File: src/yuv2rgb_pkg.sv
`timescale 1ns / 1ps
`default_nettype none

package yuv2rgb_pkg;

  localparam int unsigned CompW    = 8;
  localparam int unsigned InWords  = 6;
  localparam int unsigned OutWords = 12;
  localparam int unsigned PixCnt   = 4;
  localparam int unsigned InDataW  = InWords * CompW;
  localparam int unsigned OutDataW = OutWords * CompW;
  localparam int unsigned CfgIdxW  = 3;

  // register indexes
  localparam logic [CfgIdxW-1:0] RegCbGain   = 3'd0;
  localparam logic [CfgIdxW-1:0] RegCrGain   = 3'd1;
  localparam logic [CfgIdxW-1:0] RegGCbGain  = 3'd2;
  localparam logic [CfgIdxW-1:0] RegGCrGain  = 3'd3;
  localparam logic [CfgIdxW-1:0] RegLumaGain = 3'd4;
  localparam logic [CfgIdxW-1:0] RegLumaFlr  = 3'd5;

  // full-range JPEG coefficient set
  localparam logic [CompW-1:0] RstCbGain   = 8'd113;
  localparam logic [CompW-1:0] RstCrGain   = 8'd90;
  localparam logic [CompW-1:0] RstGCbGain  = 8'd44;
  localparam logic [CompW-1:0] RstGCrGain  = 8'd91;
  localparam logic [CompW-1:0] RstLumaGain = 8'd128;
  localparam logic [CompW-1:0] RstLumaFlr  = 8'd0;

  function automatic logic [CompW-1:0] clamp8(input logic signed [11:0] x);
    logic [CompW-1:0] r;
    if (x < 0) begin
      r = '0;
    end else if (x > 12'sd255) begin
      r = '1;
    end else begin
      r = x[CompW-1:0];
    end
    return r;
  endfunction

endpackage

`default_nettype wire

File: src/yuv420_to_rgb_fixed.sv
// 4:2:0 YCbCr to RGB converter, one 2x2 pixel block per word.
//
// Input stream (s_axis_*): one word carries four luma samples and the shared
// Cb/Cr pair of a 2x2 block. Output stream (m_axis_*): one word carries the
// twelve clamped RGB bytes of that block. Every input word yields exactly one
// output word, in order.
// Config: cfg_we_i writes cfg_data_i to register cfg_idx_i (0 cb_gain,
// 1 cr_gain, 2 green_cb_gain, 3 green_cr_gain, 4 luma_gain, 5 luma_floor);
// other indexes are ignored. Write only while the pipe is empty.
// A word accepted on the input enters the input register; its result is
// loaded into the output register once that register is free, and then
// m_axis_tvalid rises. Throughput is one block per cycle while the receiver
// does not stall; the rate is set by the single pass through four 9x8 chroma
// and four 9x10 luma multipliers and the clamp between the two registers.
// Reset clears both valid flags and loads the full-range JPEG coefficients.
// When the receiver stalls, the output word holds and an empty input
// register still takes one more word; after that s_axis_tready drops until
// the output drains.
`timescale 1ns / 1ps
`default_nettype none

module yuv420_to_rgb_fixed
  import yuv2rgb_pkg::*;
(
  input  wire logic                 clk_i,
  input  wire logic                 rst_ni,
  input  wire logic                 cfg_we_i,
  input  wire logic [CfgIdxW-1:0]   cfg_idx_i,
  input  wire logic [CompW-1:0]     cfg_data_i,
  input  wire logic                 s_axis_tvalid,
  output logic                      s_axis_tready,
  // luma_top_left, luma_top_right, luma_bottom_left, luma_bottom_right,
  // chroma_blue, chroma_red
  input  wire logic [InDataW-1:0]   s_axis_tdata,
  output logic                      m_axis_tvalid,
  input  wire logic                 m_axis_tready,
  // red/green/blue top_left, red/green/blue top_right,
  // red/green/blue bottom_left, red/green/blue bottom_right
  output logic [OutDataW-1:0]       m_axis_tdata
);

  logic [CompW-1:0] cb_gain_q, cr_gain_q, gcb_gain_q, gcr_gain_q;
  logic [CompW-1:0] luma_gain_q, luma_flr_q;

  always_ff @(posedge clk_i or negedge rst_ni) begin
    if (!rst_ni) begin
      cb_gain_q   <= RstCbGain;
      cr_gain_q   <= RstCrGain;
      gcb_gain_q  <= RstGCbGain;
      gcr_gain_q  <= RstGCrGain;
      luma_gain_q <= RstLumaGain;
      luma_flr_q  <= RstLumaFlr;
    end else if (cfg_we_i) begin
      unique case (cfg_idx_i)
        RegCbGain:   cb_gain_q   <= cfg_data_i;
        RegCrGain:   cr_gain_q   <= cfg_data_i;
        RegGCbGain:  gcb_gain_q  <= cfg_data_i;
        RegGCrGain:  gcr_gain_q  <= cfg_data_i;
        RegLumaGain: luma_gain_q <= cfg_data_i;
        RegLumaFlr:  luma_flr_q  <= cfg_data_i;
        default: ;
      endcase
    end
  end

  // handshake
  logic in_valid_q, in_valid_d;
  logic out_valid_q, out_valid_d;
  logic out_free, in_accept;

  assign out_free      = !out_valid_q || m_axis_tready;
  assign s_axis_tready = !in_valid_q || out_free;
  assign in_accept     = s_axis_tvalid && s_axis_tready;
  assign m_axis_tvalid = out_valid_q;

  always_comb begin
    in_valid_d = in_valid_q;
    if (in_accept) begin
      in_valid_d = 1'b1;
    end else if (out_free) begin
      in_valid_d = 1'b0;
    end
    out_valid_d = out_free ? in_valid_q : out_valid_q;
  end

  always_ff @(posedge clk_i or negedge rst_ni) begin
    if (!rst_ni) begin
      in_valid_q  <= 1'b0;
      out_valid_q <= 1'b0;
    end else begin
      in_valid_q  <= in_valid_d;
      out_valid_q <= out_valid_d;
    end
  end

  logic [InDataW-1:0]  in_data_q;
  logic [OutDataW-1:0] out_data_q, out_data_d;

  always_ff @(posedge clk_i) begin
    if (in_accept) begin
      in_data_q <= s_axis_tdata;
    end
    if (out_free && in_valid_q) begin
      out_data_q <= out_data_d;
    end
  end

  assign m_axis_tdata = out_data_q;

  // chroma offsets; c - 128 is the byte with its top bit flipped
  logic signed [CompW-1:0]  u_s, v_s;
  logic signed [CompW:0]    cb_gain_s, cr_gain_s, gcb_gain_s, gcr_gain_s, luma_gain_s;
  logic signed [16:0]       red_prod, blue_prod, gcb_prod, gcr_prod;
  logic signed [17:0]       green_sum;
  logic signed [10:0]       red_off, blue_off, green_off;

  assign u_s = {~in_data_q[4*CompW+7], in_data_q[4*CompW +: 7]};
  assign v_s = {~in_data_q[5*CompW+7], in_data_q[5*CompW +: 7]};

  assign cb_gain_s   = {1'b0, cb_gain_q};
  assign cr_gain_s   = {1'b0, cr_gain_q};
  assign gcb_gain_s  = {1'b0, gcb_gain_q};
  assign gcr_gain_s  = {1'b0, gcr_gain_q};
  assign luma_gain_s = {1'b0, luma_gain_q};

  assign red_prod  = cr_gain_s * v_s;
  assign blue_prod = cb_gain_s * u_s;
  assign gcb_prod  = gcb_gain_s * u_s;
  assign gcr_prod  = gcr_gain_s * v_s;
  assign green_sum = gcb_prod + gcr_prod;

  // arithmetic shifts: keep the upper bits, floor rounding
  assign red_off   = red_prod[16:6];
  assign blue_off  = blue_prod[16:6];
  assign green_off = green_sum[17:7];

  always_comb begin
    logic signed [9:0]  y_diff;
    logic signed [17:0] luma_prod;
    logic signed [10:0] luma;
    logic signed [11:0] r_sum, g_sum, b_sum;
    out_data_d = '0;
    for (int p = 0; p < PixCnt; p++) begin
      y_diff    = $signed({2'b00, in_data_q[p*CompW +: CompW]}) -
                  $signed({2'b00, luma_flr_q});
      luma_prod = luma_gain_s * y_diff;
      luma      = luma_prod[17:7];
      r_sum     = {luma[10], luma} + {red_off[10], red_off};
      g_sum     = {luma[10], luma} - {green_off[10], green_off};
      b_sum     = {luma[10], luma} + {blue_off[10], blue_off};
      out_data_d[(3*p+0)*CompW +: CompW] = clamp8(r_sum);
      out_data_d[(3*p+1)*CompW +: CompW] = clamp8(g_sum);
      out_data_d[(3*p+2)*CompW +: CompW] = clamp8(b_sum);
    end
  end

endmodule

`default_nettype wire

File: config.mk
export PLATFORM = sky130hd
export DESIGN_NAME = yuv420_to_rgb_fixed
export DESIGN_NICKNAME = d
export VERILOG_FILES = /design/src/yuv2rgb_pkg.sv /design/src/yuv420_to_rgb_fixed.sv
export SDC_FILE = /design/constraint.sdc
export NUM_CORES = 2
export LEC_CHECK = 0
export ABC_AREA = 1
export BUFFER_PORTS_ARGS = -buffer_cell sky130_fd_sc_hd__buf_2
export CAP_MARGIN = 30
export CORE_AREA = 4 4 243 245
export CTS_CLUSTER_DIAMETER = 150
export DETAILED_ROUTE_END_ITERATION = 10
export DIE_AREA = 0 0 247 249
export PLACE_DENSITY_LB_ADDON = 0.15
export REMOVE_ABC_BUFFERS = 1
export SETUP_SLACK_MARGIN = 0.2
export SLEW_MARGIN = 5
export SYNTH_ARGS = -nofsm -noshare
export SYNTH_HDL_FRONTEND = slang
export SYNTH_SLANG_ARGS = --single-unit
File: constraint.sdc
create_clock -name clk_i -period 9.04 [get_ports clk_i]
set_clock_uncertainty 0.1 [all_clocks]
set_input_delay 0.452 -clock clk_i [delete_from_list [all_inputs] [get_ports clk_i]]
set_output_delay 0.452 -clock clk_i [all_outputs]
set_load 0.05 [all_outputs]
==> metrics.md <==
| Metric | Value |
|---|---|
| CP Capture Type | flop |
| Area Overhead vs Synth | 10.48% |
| Critical R2R Capture | m_axis_tdata[90]$_SDFFCE_PN0P_ |
| Relative slew slack | 33.05% |
| Min Tclk post-route | 8.374 ns |
| Seq/Total Area, Yosys | 17.38% |
| Cells on worst reg2reg path | 42 |
| Initial DRC Count | 1,356 |
| DRT antenna net count | 0 |
| Final WL | 81,390 um |
| Startpoint types | flop |
| CTS buffer count | 17 |
| Status | complete, no violations |
| Seq cells post-synth | 194 |
| Core Region | 0.05714 mm2 |
| H-tree levels | 4 |
| Final-report max-slew violation count | 0 |
| All-Layer GR Usage | 27.19% |
| Crit-path max cell delay | 0.55 ns |
| Max Root-Sink Buffers | 2 |
| CTS tree | built |
| Buf+Inv Stages, Crit Path | 8 |
| Initial Utilization | 56.34% |
| Clock transition at path regs | 0.08 ns |
| Hold WC Path Type | in -> reg |
| Die H | 249 um |
| Ports | 162 |
| DR WL/cell | 16.39 um |
| Multi-input gate area | 0.02296 mm2 |
| Hold Startpoint | s_axis_tvalid |
| Final Cycle Share | 92.63% |
| Vias | 25,815 |
| Actual slew at the worst max-slew pin | 1.001 ns |
| HPWL after detailed placement | 67,240 um |
| CP required | 9.21 ns |
| # nets final | 5,115 |
| Layout cell share with drive strength beyond 1 | 9.929% |
| Die width | 247 um |
| Most frequent cells in the layout | inv_1, nand2_1, ha_1 |
| RSZ-0062 raised after global routing | yes |
| Synth warnings | 0 |
| Clk_lat worst skew | 0.51 ns |
| CP Launch Point | luma_flr_q[2]$_DFFE_PN0P_ |
| First-pass iteration count of the detailed router | 7 |
| Unique cell type count in the Yosys netlist | 53 |
| Maxcap violations | 0 |
| Slowest cell on crit path | fa_1 |
| IO buf count | 161 |
| Post-Synthesis Cells | 3,970 |
| FF-to-FF setup slack | 0.67 ns |
| Vias in the first global route | 25,901 |
| Max Fanout on Critical Path | 7 |
| Total negative slack | 0 ns |
| Leading cell type in the layout, fill and taps excluded | inv_1 |
| Initial antenna violation count | 2 |
| Register area | 0.005598 mm2 |
| Fmax | 0.1194 GHz |
| GPL Wtd Cong | 0.9288 |
| Most used cell along the critical path | nand2_1 |
| Post-Syn Area | 0.03220 mm2 |
| Reg2reg start | luma_flr_q[2]$_DFFE_PN0P_ |
| CTS Sinks | 194 |
| Vias/cell | 5.198 |
| Number of fill cells | 5,050 |
| Worst Path Arrival | 8.54 ns |
| Crit path to | m_axis_tdata[90]$_SDFFCE_PN0P_ |
| Site row count | 88 |
| Fin. Hold Viols | 0 |
| Largest net degree at the start of global routing | 51 |
| Final setup fails | 0 |
| Die area | 0.06150 mm2 |
| First-pass GRT wire length | 131,400 um |
| Syn avg cell area | 8.110 um2 |
| WS Path Type | reg -> reg |
| Gr ovfl total | 0 |
| CP Depth | 42 |
| Root Driver | clkbuf_16 |
| Residual DRC count | 0 |
| Cell family with most CP delay | adder cells |
-- flip-flops by register name, summed over array words and instances (netlist names) --
register,count
cb_gain_q,8
cr_gain_q,8
gcb_gain_q,8
gcr_gain_q,8
in_data_q,48
in_valid_q,1
luma_flr_q,8
luma_gain_q,8
m_axis_tdata,96
m_axis_tvalid,1
-- through the flow --
step	setup slack [ns]	hold WS, ns	cell area, um2	instances	utilization [%]
finish	0.6658	0.08365	35570	4966	62.25
global route	0.1580	0.09400	35570	4965	62.25
CTS	0.3033	0.04022	35230	4953	61.65
detailed placement	0.3086	0.3755	34110	4872	59.69
global placement	0.4781	0.3681	34100	4871	59.67
floorplan	0.9392	0.05641	31840	3880	-
-- synthesized netlist by cell type (all sizes together) --
| cell | instances | share of area [%] |
|---|---|---|
| o211ai | 9 | 0.21 |
| o31ai | 5 | 0.12 |
| o21a | 5 | 0.12 |
| xor2 | 100 | 2.7 |
| mux2i | 10 | 0.31 |
| a21oi | 183 | 2.9 |
| nor3 | 15 | 0.23 |
| inv | 942 | 11 |
| buf | 8 | 0.16 |
| a211oi | 3 | 0.070 |
| dfstp | 17 | 1.4 |
| edfxtp | 144 | 13 |
| fa | 353 | 22 |
| o21ai | 160 | 2.5 |
| nand4 | 21 | 0.41 |
| clkbuf | 82 | 0.96 |
| dfrtp | 33 | 2.6 |
| o2111ai | 1 | 0.027 |
| nor3b | 1 | 0.039 |
| a31o | 7 | 0.19 |
| a221oi | 3 | 0.082 |
| nand3b | 2 | 0.047 |
| and2 | 1 | 0.019 |
| nand2 | 790 | 9.4 |
| o21bai | 21 | 0.51 |
| ha | 511 | 20 |
| a31oi | 23 | 0.45 |
| a21o | 14 | 0.33 |
| a21boi | 2 | 0.047 |
| o221ai | 1 | 0.027 |
| or2 | 42 | 0.82 |
| nand3 | 127 | 2.0 |
| xnor2 | 72 | 2.0 |
| nor2 | 262 | 3.1 |
-- routing by layer --
metal | share of wire (%) | up-vias | global-route usage (%) | wire, um
met1 | 42 | 12258 | 34.31 | 33820
met2 | 49 | 666 | 47.36 | 39670
li1 | - | 12750 | - | -
met5 | 0 | - | 0 | 0
met3 | 5.9 | 141 | 4.144 | 4825
met4 | 3.8 | 0 | 9.580 | 3069
-- how the worst min path moves through the flow --
stage / end / slack (ns) / cells past startpoint
global route: in_valid_q$_DFFE_PN0P_ / 0.09 / 3
detailed placement: luma_flr_q[4]$_DFFE_PN0P_ / 0.38 / 2
floorplan: cb_gain_q[1]$_DFFE_PN0P_ / 0.06 / 0
CTS: in_valid_q$_DFFE_PN0P_ / 0.04 / 3
finish: in_valid_q$_DFFE_PN0P_ / 0.08 / 3
global placement: luma_flr_q[5]$_DFFE_PN0P_ / 0.37 / 2
-- cell type report --
cell class                 count  share of cell area (%)
clock buffer                  18                   1.206
sequential                   194                   15.74
inverter                     942                   9.947
timing repair buffer         288                   5.290
multi-input combinational   2744                   64.55
clock inverter                14                  0.5768
antenna                        1                0.007035
tap                          765                   2.691
-- tightest hold or removal path, delay by kind of cell --
family / cells / cell delay (ns)
and+or+nand+nor: 2 / 0.13
buffers and inverters: 1 / 0.07
-- logic make-up after synthesis --
logic type                 share of synthesized area [%]
xor gates and xnor gates                           4.702
AOI/OAI and AO/OA                                  7.551
adders and majority gates                          41.81
muxes                                             0.3109
and+or+nand+nor                                    16.14
buffers and inverters                              12.11
DFF                                                17.38
-- what timing repair did --
item / 4_1_cts / 5_1_grt
hold buffers: 49 / 0
gates resized for setup: 0 / 73
setup endpoints to repair: 0 / 91
endpoints found under the hold margin: 80 / 0
buffers inserted: 0 / 11
Power is not shown: default switching activity piles up to over one toggle a cycle in this logic, so the estimate is an artifact.
